File: src/rtl/ilid_pkg.sv
// ----------------------------------------------------------------------------
// Indexed list package
// Shared constants, codes and the cell control bundle of the list core.
// ----------------------------------------------------------------------------
package ilid_pkg;

    localparam int DEF_CAPACITY = 16;
    localparam int DATA_W       = 32;
    localparam int POS_W        = 4;
    localparam int COUNT_W      = 5;
    localparam int SCAN_W       = 8;

    typedef enum logic [2:0] {
        ACT_INSERT = 3'd0,
        ACT_DELETE = 3'd1,
        ACT_GET    = 3'd2,
        ACT_FIND   = 3'd3,
        ACT_APPEND = 3'd4
    } action_t;

    typedef enum logic [1:0] {
        ST_OK       = 2'd0,
        ST_RANGE    = 2'd1,
        ST_FULL     = 2'd2,
        ST_NOTFOUND = 2'd3
    } status_t;

    typedef enum logic [2:0] {
        CELL_HOLD,
        CELL_INSERT,
        CELL_DELETE,
        CELL_APPEND,
        CELL_COMPARE,
        CELL_SHIFT
    } cell_op_t;

    typedef struct packed {
        cell_op_t            op;
        logic [DATA_W-1:0]   value;
    } cell_ctl_t;

    typedef enum logic {
        S_RUN,
        S_SCAN
    } ilid_state_t;

endpackage

File: src/rtl/ilid_cell.sv
// ----------------------------------------------------------------------------
// List cell
// Holds one list entry and its match flag; shifts with its neighbors.
// ----------------------------------------------------------------------------
module ilid_cell #(
    parameter int CAPACITY = ilid_pkg::DEF_CAPACITY,
    parameter int CELL_IDX = 0
) (
    input  logic                              clk,
    input  logic                              rst_n,
    input  ilid_pkg::cell_ctl_t               ctl,
    input  logic [$clog2(CAPACITY+1)-1:0]     pos,
    input  logic [$clog2(CAPACITY+1)-1:0]     length,
    input  logic [ilid_pkg::DATA_W-1:0]       left_entry,
    input  logic [ilid_pkg::DATA_W-1:0]       right_entry,
    input  logic                              match_in,
    output logic [ilid_pkg::DATA_W-1:0]       entry,
    output logic                              match
);

    localparam int LW = $clog2(CAPACITY+1);
    localparam logic [LW-1:0] IDX    = LW'(CELL_IDX);
    localparam logic [LW-1:0] IDX_P1 = LW'(CELL_IDX + 1);

    logic [ilid_pkg::DATA_W-1:0] entry_reg;
    logic [ilid_pkg::DATA_W-1:0] entry_next;
    logic                        match_reg;
    logic                        match_next;

    always_comb
    begin
        entry_next = entry_reg;
        match_next = match_reg;
        case (ctl.op)
            ilid_pkg::CELL_INSERT:
            begin
                if (IDX == pos)
                begin
                    entry_next = ctl.value;
                end
                else if ((IDX > pos) && (IDX <= length))
                begin
                    entry_next = left_entry;
                end
            end
            ilid_pkg::CELL_DELETE:
            begin
                if ((IDX >= pos) && (IDX_P1 < length))
                begin
                    entry_next = right_entry;
                end
            end
            ilid_pkg::CELL_APPEND:
            begin
                if (IDX == length)
                begin
                    entry_next = ctl.value;
                end
            end
            ilid_pkg::CELL_COMPARE:
            begin
                match_next = (entry_reg == ctl.value) && (IDX < length);
            end
            ilid_pkg::CELL_SHIFT:
            begin
                match_next = match_in;
            end
            default:
            begin
                entry_next = entry_reg;
            end
        endcase
    end

    always_ff @(posedge clk)
    begin
        entry_reg <= entry_next;
    end

    always_ff @(posedge clk or negedge rst_n)
    begin
        if (!rst_n)
        begin
            match_reg <= 1'b0;
        end
        else
        begin
            match_reg <= match_next;
        end
    end

    assign entry = entry_reg;
    assign match = match_reg;

endmodule

File: src/rtl/indexed_list_insert_delete_core.sv
// ----------------------------------------------------------------------------
// Indexed list core
// Fixed-capacity ordered list of signed words kept in a row of cells.
// ----------------------------------------------------------------------------
// Insert, delete, get and append complete on acceptance, so a new item can be
// accepted every cycle while the result register is free and no find scans;
// the cells behind the position move their entries to a neighbor in parallel.
// Find compares all cells in the accept cycle, then the match flags shift
// toward the head eight places per cycle through a priority encoder, and the
// scan ends at the first group of eight that holds a match or at the list end.
// A stalled result register holds the finished scan until it frees.
module indexed_list_insert_delete_core #(
    parameter int CAPACITY = ilid_pkg::DEF_CAPACITY
) (
    input  logic                                 clk,
    input  logic                                 rst_n,
    input  logic                                 item_valid,
    output logic                                 item_stall,
    input  logic [2:0]                           action,
    input  logic [ilid_pkg::POS_W-1:0]           position,
    input  logic signed [ilid_pkg::DATA_W-1:0]   value,
    output logic                                 result_valid,
    input  logic                                 result_stall,
    output logic [1:0]                           status,
    output logic signed [ilid_pkg::DATA_W-1:0]   read_value,
    output logic [ilid_pkg::POS_W-1:0]           found_at,
    output logic [ilid_pkg::COUNT_W-1:0]         count
);

    localparam int LW   = $clog2(CAPACITY+1);
    localparam int PW   = ilid_pkg::POS_W;
    localparam int CNW  = ilid_pkg::COUNT_W;
    localparam int DW   = ilid_pkg::DATA_W;
    localparam int SW   = ilid_pkg::SCAN_W;
    localparam int CMPW = (LW > PW) ? LW : PW;
    localparam int NGET = (CAPACITY < (1 << PW)) ? CAPACITY : (1 << PW);
    localparam int GIW  = $clog2(NGET);
    localparam int NWIN = (CAPACITY < SW) ? CAPACITY : SW;
    localparam int WIW  = $clog2(NWIN);

    ilid_pkg::ilid_state_t state_reg;
    ilid_pkg::ilid_state_t state_next;
    logic [LW-1:0]         length_reg;
    logic [LW-1:0]         length_next;
    logic [LW-1:0]         base_reg;
    logic [LW-1:0]         base_next;

    logic                  res_valid_reg;
    logic                  res_valid_next;
    ilid_pkg::status_t     status_reg;
    ilid_pkg::status_t     status_next;
    logic [DW-1:0]         read_value_reg;
    logic [DW-1:0]         read_value_next;
    logic [PW-1:0]         found_reg;
    logic [PW-1:0]         found_next;
    logic [CNW-1:0]        count_reg;
    logic [CNW-1:0]        count_next;

    ilid_pkg::cell_ctl_t   ctl;
    logic [DW-1:0]         entry [CAPACITY];
    logic [DW-1:0]         get_tap [NGET];
    logic [CAPACITY-1:0]   match;

    logic                  out_free;
    logic                  accept;
    logic                  load_out;
    logic [CMPW-1:0]       pos_c;
    logic [CMPW-1:0]       len_c;
    logic [CMPW:0]         base_sum;
    logic [CMPW-1:0]       found_sum;
    logic                  win_hit;
    logic [WIW-1:0]        win_idx;

    genvar gi;
    generate
        for (gi = 0; gi < CAPACITY; gi++)
        begin : g_cell
            logic [DW-1:0] left_entry;
            logic [DW-1:0] right_entry;
            logic          match_in;

            if (gi == 0)
            begin : g_head
                assign left_entry = '0;
            end
            else
            begin : g_left
                assign left_entry = entry[gi-1];
            end

            if (gi == CAPACITY - 1)
            begin : g_tail
                assign right_entry = '0;
            end
            else
            begin : g_right
                assign right_entry = entry[gi+1];
            end

            if (gi + SW < CAPACITY)
            begin : g_scan
                assign match_in = match[gi+SW];
            end
            else
            begin : g_scan_end
                assign match_in = 1'b0;
            end

            ilid_cell #(
                .CAPACITY (CAPACITY),
                .CELL_IDX (gi)
            ) u_cell (
                .clk         (clk),
                .rst_n       (rst_n),
                .ctl         (ctl),
                .pos         (LW'(position)),
                .length      (length_reg),
                .left_entry  (left_entry),
                .right_entry (right_entry),
                .match_in    (match_in),
                .entry       (entry[gi]),
                .match       (match[gi])
            );
        end

        for (gi = 0; gi < NGET; gi++)
        begin : g_get
            assign get_tap[gi] = entry[gi];
        end
    endgenerate

    assign out_free   = !res_valid_reg || !result_stall;
    assign item_stall = !((state_reg == ilid_pkg::S_RUN) && out_free);
    assign accept     = item_valid && !item_stall;
    assign pos_c      = CMPW'(position);
    assign len_c      = CMPW'(length_reg);
    assign base_sum   = (CMPW+1)'(base_reg) + (CMPW+1)'(SW);
    assign found_sum  = CMPW'(base_reg) + CMPW'(win_idx);

    always_comb
    begin
        win_hit = 1'b0;
        win_idx = '0;
        for (int k = NWIN - 1; k >= 0; k--)
        begin
            if (match[k])
            begin
                win_hit = 1'b1;
                win_idx = WIW'(k);
            end
        end
    end

    always_comb
    begin
        state_next      = state_reg;
        length_next     = length_reg;
        base_next       = base_reg;
        ctl.op          = ilid_pkg::CELL_HOLD;
        ctl.value       = value;
        load_out        = 1'b0;
        status_next     = ilid_pkg::ST_OK;
        read_value_next = '0;
        found_next      = '0;

        case (state_reg)
            ilid_pkg::S_RUN:
            begin
                if (accept)
                begin
                    load_out = 1'b1;
                    case (action)
                        ilid_pkg::ACT_INSERT:
                        begin
                            if (pos_c > len_c)
                            begin
                                status_next = ilid_pkg::ST_RANGE;
                            end
                            else if (len_c >= CMPW'(CAPACITY))
                            begin
                                status_next = ilid_pkg::ST_FULL;
                            end
                            else
                            begin
                                ctl.op      = ilid_pkg::CELL_INSERT;
                                length_next = length_reg + LW'(1);
                            end
                        end
                        ilid_pkg::ACT_DELETE:
                        begin
                            if (pos_c >= len_c)
                            begin
                                status_next = ilid_pkg::ST_RANGE;
                            end
                            else
                            begin
                                ctl.op      = ilid_pkg::CELL_DELETE;
                                length_next = length_reg - LW'(1);
                            end
                        end
                        ilid_pkg::ACT_GET:
                        begin
                            if (pos_c >= len_c)
                            begin
                                status_next = ilid_pkg::ST_RANGE;
                            end
                            else
                            begin
                                read_value_next = get_tap[position[GIW-1:0]];
                            end
                        end
                        ilid_pkg::ACT_FIND:
                        begin
                            load_out   = 1'b0;
                            ctl.op     = ilid_pkg::CELL_COMPARE;
                            base_next  = '0;
                            state_next = ilid_pkg::S_SCAN;
                        end
                        ilid_pkg::ACT_APPEND:
                        begin
                            if (len_c >= CMPW'(CAPACITY))
                            begin
                                status_next = ilid_pkg::ST_FULL;
                            end
                            else
                            begin
                                ctl.op      = ilid_pkg::CELL_APPEND;
                                length_next = length_reg + LW'(1);
                            end
                        end
                        default:
                        begin
                            status_next = ilid_pkg::ST_OK;
                        end
                    endcase
                end
            end
            ilid_pkg::S_SCAN:
            begin
                if (win_hit)
                begin
                    found_next = PW'(found_sum);
                    if (out_free)
                    begin
                        load_out   = 1'b1;
                        state_next = ilid_pkg::S_RUN;
                    end
                end
                else if (base_sum >= (CMPW+1)'(length_reg))
                begin
                    status_next = ilid_pkg::ST_NOTFOUND;
                    if (out_free)
                    begin
                        load_out   = 1'b1;
                        state_next = ilid_pkg::S_RUN;
                    end
                end
                else
                begin
                    ctl.op    = ilid_pkg::CELL_SHIFT;
                    base_next = LW'(base_sum);
                end
            end
            default:
            begin
                state_next = ilid_pkg::S_RUN;
            end
        endcase

        count_next = CNW'(length_next);

        if (load_out)
        begin
            res_valid_next = 1'b1;
        end
        else if (!result_stall)
        begin
            res_valid_next = 1'b0;
        end
        else
        begin
            res_valid_next = res_valid_reg;
        end
    end

    always_ff @(posedge clk or negedge rst_n)
    begin
        if (!rst_n)
        begin
            state_reg     <= ilid_pkg::S_RUN;
            length_reg    <= '0;
            base_reg      <= '0;
            res_valid_reg <= 1'b0;
        end
        else
        begin
            state_reg     <= state_next;
            length_reg    <= length_next;
            base_reg      <= base_next;
            res_valid_reg <= res_valid_next;
        end
    end

    always_ff @(posedge clk)
    begin
        if (load_out)
        begin
            status_reg     <= status_next;
            read_value_reg <= read_value_next;
            found_reg      <= found_next;
            count_reg      <= count_next;
        end
    end

    assign result_valid = res_valid_reg;
    assign status       = status_reg;
    assign read_value   = read_value_reg;
    assign found_at     = found_reg;
    assign count        = count_reg;

endmodule

File: config.mk
export PLATFORM = sky130hd
export DESIGN_NAME = indexed_list_insert_delete_core
export DESIGN_NICKNAME = d
export VERILOG_FILES = /design/src/rtl/ilid_pkg.sv /design/src/rtl/ilid_cell.sv /design/src/rtl/indexed_list_insert_delete_core.sv
export SDC_FILE = /design/constraint.sdc
export NUM_CORES = 2
export LEC_CHECK = 0
export BUFFER_PORTS_ARGS = -buffer_cell sky130_fd_sc_hd__buf_2
export CELL_PAD_IN_SITES_DETAIL_PLACEMENT = 0
export CELL_PAD_IN_SITES_GLOBAL_PLACEMENT = 1
export CORE_ASPECT_RATIO = 1.5
export CORE_MARGIN = 2
export CORE_UTILIZATION = 52
export CTS_CLUSTER_SIZE = 16
export DETAILED_ROUTE_END_ITERATION = 16
export MAX_ROUTING_LAYER = met4
export PLACE_DENSITY = 0.9
export SYNTH_ARGS = -nofsm -noshare
export SYNTH_HDL_FRONTEND = slang
export SYNTH_SLANG_ARGS = --single-unit
File: constraint.sdc
create_clock -name clk -period 6.4 [get_ports clk]
set_input_delay 0.32 -clock clk [delete_from_list [all_inputs] [get_ports clk]]
set_output_delay 0.32 -clock clk [all_outputs]
set_load 0.02 [all_outputs]
# ---- Yosys cells after proc, flatten, opt, wreduce, memory -nomap -nowiden
# Cells that the tools add are included.
dict set report word_totals {
  word_cells 462
  regBits 583
  in_bits 43
}
dict set report op_classes {
  n_lt_le_gt_ge 70
  n_eq_ne 108
  bitwise_logic 4
  reduce_logical 79
  add_sub_neg 4
  n_mux 157
}
# op n
set ops {}
lappend ops {{$mux 32} 66}
lappend ops {{$pmux 32 s3} 16}
lappend ops {{$eq 32x32->1} 16}
lappend ops {{$bmux 32 s4} 1}
lappend ops {{$ne 2x1->1 const B} 34}
lappend ops {{$reduce_and 4->1} 17}
lappend ops {{$logic_and 1x1->1} 50}
lappend ops {{$ne 3x1->1 const B} 16}
lappend ops {{$mux 5} 9}
lappend ops {{$eq 4x5->1 const A} 8}
lappend ops {{$le 4x5->1 const A} 8}
lappend ops {{$lt 4x5->1 const A} 8}
lappend ops {{$pmux 1 s2} 18}
lappend ops {{$mux 3} 11}
lappend ops {{$eq 4x4->1 const A} 8}
lappend ops {{$ge 4x4->1 const A} 8}
lappend ops {{$gt 4x4->1 const A} 8}
lappend ops {{$mux 1} 23}
lappend ops {{$eq 3x5->1 const A} 4}
lappend ops {{$le 3x5->1 const A} 4}
lappend ops {{$lt 3x5->1 const A} 4}
lappend ops {{$eq 3x4->1 const A} 4}
lappend ops {{$ge 3x4->1 const A} 4}
lappend ops {{$gt 3x4->1 const A} 4}
lappend ops {{other kinds (43)} 73}

# ---- Depth between registers and ports, before layout
dict set report depth {
  word_depth 13
  ltp_mapped 17
}

# ---- Hierarchy
# A second synthesis with hierarchy kept.
dict set report unflattened {
  hier_cells 3552
  area_unflattened_um2 38699.6
}
# mod cells_each instances area_each_um2
set by_module_without_submodules {}
lappend by_module_without_submodules {indexed_list_insert_delete_core 401 1 6328.6}
lappend by_module_without_submodules {{ilid_cell at g_cell[14].u_cell} 206 1 2210.9}
lappend by_module_without_submodules {{ilid_cell at g_cell[5].u_cell} 177 1 2149.6}
lappend by_module_without_submodules {{ilid_cell at g_cell[13].u_cell} 208 1 2093.3}
lappend by_module_without_submodules {{ilid_cell at g_cell[1].u_cell} 201 1 2084.5}
lappend by_module_without_submodules {{ilid_cell at g_cell[12].u_cell} 206 1 2072.0}
lappend by_module_without_submodules {{ilid_cell at g_cell[2].u_cell} 204 1 2057.0}
lappend by_module_without_submodules {{ilid_cell at g_cell[10].u_cell} 209 1 2019.4}
lappend by_module_without_submodules {{ilid_cell at g_cell[8].u_cell} 203 1 1998.2}
lappend by_module_without_submodules {{ilid_cell at g_cell[6].u_cell} 205 1 1980.6}
lappend by_module_without_submodules {{ilid_cell at g_cell[15].u_cell} 205 1 1973.1}
lappend by_module_without_submodules {{ilid_cell at g_cell[3].u_cell} 171 1 1961.9}
lappend by_module_without_submodules {{ilid_cell at g_cell[9].u_cell} 177 1 1961.9}
lappend by_module_without_submodules {{ilid_cell at g_cell[4].u_cell} 205 1 1960.6}
lappend by_module_without_submodules {{+3 rows} n/a n/a n/a}

# ---- Worst setup path before layout
# Ideal clock, no wire load.
dict set report synth_path {
  path_type {in2reg}
  startpoint {in position[0] (netlist name)}
  endpoint {reg g_cell[5].u_cell.entry_reg, in the netlist g_cell[5].u_cell.entry[0] (enable)}
  t_required_ns 5.920
  setup_time_ns 0.480
  arrival_ns 5.565
  setup_slack_ns 0.355
  path_stages 12
  cell_sequence {buf_2 > buf_2 > buf_2 > buf_2 > buf_2 > inv_1 > ha_1 > and4_1 > nor3_1 > o221ai_1 > clkbuf_1 > a311oi_1}
}
dict set report synth_via {
  elab_chain_len 8
  word_cells_on_any_way 20
  cone_classes {4 x order compare; 7 x eq/ne; 5 x mux; 4 x reduce/logical}
}
# item line
set synth_lines {}
lappend synth_lines {{from (decl)} indexed_list_insert_delete_core.sv:20} ;# input logic [ilid_pkg::POS_W-1:0] position,
lappend synth_lines {{$gt 4x5->1 or $ge 4x5->1 (tied branches)} {indexed_list_insert_delete_core.sv:175, indexed_list_insert_delete_core.sv:191}}
lappend synth_lines {{$mux 1 or $mux 2 (tied branches)} {indexed_list_insert_delete_core.sv:175, indexed_list_insert_delete_core.sv:191}}
lappend synth_lines {{$pmux 3 s4} indexed_list_insert_delete_core.sv:172} ;# case (action)
lappend synth_lines {{$mux 3} indexed_list_insert_delete_core.sv:169} ;# if (accept)
lappend synth_lines {{$pmux 3 s2} indexed_list_insert_delete_core.sv:166} ;# case (state_reg)
lappend synth_lines {{$eq 3x1->1 or $eq 3x2->1 (tied branches)} ilid_cell.sv:34} ;# case (ctl.op)
lappend synth_lines {{$ne 3x1->1 (no source line) (tied with other cells)} n/a}
lappend synth_lines {{$reduce_and 4->1 (no source line) *} n/a}
lappend synth_lines {{to (signal assigned)} ilid_cell.sv:77} ;# entry_reg <= entry_next;
lappend synth_lines {{to (decl)} ilid_cell.sv:25} ;# logic [ilid_pkg::DATA_W-1:0] entry_reg;
# Mark *: on every way between the ends. The rest lies on a longest branch, timed or not.
# A chain may end at the register's enable or synchronous reset.

# ---- Worst setup path in the final report
dict set report layout_path {
  startpoint {reg length_reg[2] (netlist: len_c[2])}
  endpoint {reg g_cell[15].u_cell.entry_reg, in the netlist g_cell[15].u_cell.entry[11] (enable)}
}
dict set report layout_via {
  elab_chain_len 9
  word_cells_on_any_way 26
  cone_classes {6 x order compare; 7 x eq/ne; 9 x mux; 4 x reduce/logical}
}
# item line
set layout_lines {}
lappend layout_lines {{from (decl)} indexed_list_insert_delete_core.sv:43} ;# logic [LW-1:0] length_reg;
lappend layout_lines {{from (signal assigned)} indexed_list_insert_delete_core.sv:298} ;# length_reg <= length_next;
lappend layout_lines {{$ge 5x5->1} {indexed_list_insert_delete_core.sv:179, indexed_list_insert_delete_core.sv:221}}
lappend layout_lines {{$mux 1} indexed_list_insert_delete_core.sv:179} ;# else if (len_c >= CMPW'(CAPACITY))
lappend layout_lines {{$mux 1} indexed_list_insert_delete_core.sv:175} ;# if (pos_c > len_c)
lappend layout_lines {{$pmux 3 s4} indexed_list_insert_delete_core.sv:172}
lappend layout_lines {{$mux 3} indexed_list_insert_delete_core.sv:169}
lappend layout_lines {{$pmux 3 s2} indexed_list_insert_delete_core.sv:166}
lappend layout_lines {{$eq 3x1->1 or $eq 3x2->1 (tied branches)} ilid_cell.sv:34}
lappend layout_lines {{$ne 3x1->1 (no source line) (tied with other cells)} n/a}
lappend layout_lines {{$reduce_and 4->1 (no source line) *} n/a}
lappend layout_lines {{to (signal assigned)} ilid_cell.sv:77}
lappend layout_lines {{to (decl)} ilid_cell.sv:25}
# Marked as above.

==> metrics.csv <==
metric;value;unit
grt_max_degree;175;
syn-num-nets;3319;
fillCellCount;5871;
via_per_inst;8.038;
gr-usage-met1;0.4896;
dieWidth;222.0;um
cp_top_family;simple AND/OR/NAND/NOR gates;
rsz0062_at_grt;false;
place.gp.congestion;1.104;
syn-cell-area;37060;sq um
gr-max-usage-layer;met2;
die_area;73460;sq um
synth_edf_count;555;
cp.arrival;5060;ps
drv_cap;1;
avgSynthCellArea;11.36;sq um
crit_path_start_kind;flip-flop;
grt_first_pass_wirelength;218900;um
cp_max_fo;32;
final_cell_mix;555 x edfxtp_1, 473 x a21oi_1, 450 x o32ai_1;
status;complete, but fails checks;
layout_commonest_cell;edfxtp_1;
seqCellArea;17290;sq um
hold_path_startpoint;action[0];
path_cells;inv_1 -> ha_1 -> or2_2 -> o311a_1 -> o211ai_1 -> nand3_1 -> nor3_1 -> a311oi_4 -> buf_4;
synthDistinctLibCells;70;
slew_violations;2;
ir_worst_vdd;224.0;uV
finalSetupViolations;0;
wl;152100;um
die_h;331.0;um
post-route-period-util;0.7375;
cts_max_path_buffers;3;
rr_endpoint;g_cell[15].u_cell.entry[11];
ctsResizeCount;0;
synth_top_flop_cell;edfxtp_1;
drtAntennaViolNets;0;
boundaryPins;88;
async_flop_share;0.04310;
fp.coreArea;70430;sq um
worstSetupEndpointType;flip-flop;
wl_per_cell;37.43;um
initial_core_util;0.5262;
clk_pin_slew_worst_paths;70;ps
worst_pin_slew;1537;ps
cts_root_buf;clkbuf_16;
io_buffers;87;
ys_ff_latch;580;
skew;35.68;ps
leakagePower;0.01236;uW
largest_reg_flops;512;
clk_latency;660;ps
hold_viol;0;
track_usage;0.4197;
placed_area;38130;sq um
met2_usage;0.6326;
antenna_found_initial;8;
cts.sinks;580;
final_util;0.5662;
fmax;211.9;MHz
dr.first_iter.drc_count;6151;
fin_nets;3169;
relSlewSlack;-0.03412;
rrSetupSlack;1680;ps
fin_area;39870;sq um
ys_seq_area_frac;0.4666;
hold_class;in2reg;
drc_errors;0;
grt-ovfl-total;0;
hold_end;len_c[4];
crit_slowest_cell;nor3_1;
yosysWarnings;0;
cts_tree;built;
violations;capacitance limit, slew limit;
timing.rr.start;len_c[2];
cts_buffers;57;
slowest_delay;880;ps
crit_type;reg2reg;
hold_path_depth;3;
syn_to_final_growth;7.596;%
use_met3;0.07877;
num_vias;32668;
cts_max_level;2;
cts_setup_buffers;0;
multi_input_area;18420;sq um
required;6740;ps
dr.pass1.iters;6;
grt_pass1_vias;30707;
period_minus_slack;4720;ps
dpl.hpwl;106900;um
power_density;273.2;nW/um^2
r2r_cells;9;
finalSetupTns;0;ps
num_rows;119;
cp_num_buf_inv;2;
synth_cells;3263;
drive_gt1_frac;0.1374;
==> worst max path at each step <==
stage / startpoint / to / slack [ps] / cells after the start
2_1_floorplan: position[0] / g_cell[5].u_cell.entry[0] / 350 / 12
3_3_place_gp: len_c[2] / g_cell[15].u_cell.entry[4] / 1990 / 9
3_5_place_dp: len_c[2] / g_cell[15].u_cell.entry[13] / 1880 / 9
4_1_cts: len_c[2] / g_cell[15].u_cell.entry[12] / 1880 / 9
5_1_grt: len_c[2] / g_cell[15].u_cell.entry[11] / 1500 / 9
6_report: len_c[2] / g_cell[15].u_cell.entry[11] / 1680 / 9
==> worst register-to-register path: stages, from the launching register on <==
cell and delay (ps):
dfrtp_1 730, inv_1 290, ha_1 390, or2_2 310, o311a_1 150, o211ai_1 500, nand3_1 470, nor3_1 880
a311oi_4 280, buf_4 370
==> what timing repair did <==
item,4_1_cts,5_1_grt
hold buffers,2,0
endpoints found under the setup margin,0,0
hold endpoints to repair,27,0
==> cell usage after synthesis, drive strengths merged (2+ instances only) <==
cell    number  area (sq um)
nor2        39         146.4
ha          12         150.1
a41oi        3         26.28
clkbuf     213         800.8
a221o        2         20.02
a22o       100         875.8
edfxtp     555         16670
o311ai       2         17.52
a21oi      474          2372
or3          2         17.52
and3         9         56.30
and2         2         12.51
nor2b        8         50.05
dfrtp       25         625.6
and4         2         17.52
o31ai       20         229.0
nor4        75         469.2
a311oi       8         70.07
a221oi      36         315.3
a31oi       36         225.2
nand4       90         563.0
buf        164         898.3
a211oi       9         67.56
nand2b       6         37.54
o32ai      450          3941
mux4        96          2162
or2          4         25.02
a211o        2         17.52
o21ai       27         138.9
xor2       238          2085
o221ai       2         17.52
o311a        2         20.02
nand2      107         401.6
nor3        27         135.1
mux2        35         394.1
inv         45         168.9
o22ai        2         12.51
nand3b       2         15.01
mux2i        3         30.03
a21boi       2         15.01
xnor2      276          2417
nand3       32         160.2
==> per-stage QoR <==
step	power (uW)	cells	hold WS [ps]	setup slack (ps)
6_report	10890	4064	202.4	1680
5_1_grt	11130	4063	247.6	1498
4_1_cts	10760	4058	193.7	1879
3_5_place_dp	7527	3959	402.5	1878
3_3_place_gp	7442	3959	389.3	1993
2_1_floorplan	6572	3263	24.41	354.9
==> power by group <==
| part | switching [uW] | leakage, uW | internal (uW) |
|---|---|---|---|
| combinational | 1710 | 0.00608 | 880 |
| sequential | 401 | 0.00545 | 4610 |
| clock | 1530 | 0.000838 | 1760 |
==> final cells by class <==
class | instances | area share
inverters | 45 | 0.004236
multi-input cells | 2261 | 0.4620
repair buffers | 168 | 0.02849
clock buffers | 71 | 0.03762
well taps | 907 | 0.02846
clock inverters | 26 | 0.005146
diodes | 6 | 0.0003765
flip-flops and latches | 580 | 0.4337
==> per-layer routing <==
metal / share of wire / up-vias
met5: 0 / -
met4: 0.11 / 0
met3: 0.11 / 656
met2: 0.45 / 3078
met1: 0.33 / 16015
li1: - / 12919
==> cells by family (layout without fill, tap and decap cells) <==
family / after synthesis / in the layout / synth area share
muxes: 134 / 134 / 0.06979
AOI/OAI and AO/OA: 1189 / 1189 / 0.2291
xor gates and xnor gates: 514 / 514 / 0.1215
buffers and inverters: 422 / 310 / 0.05041
other: 1 / 7 / 0.0001012
DFF: 580 / 580 / 0.4666
adders and majority gates: 13 / 13 / 0.004592
and+or+nand+nor: 410 / 410 / 0.05797
No activity file was read; power rests on OpenSTA's default activity.
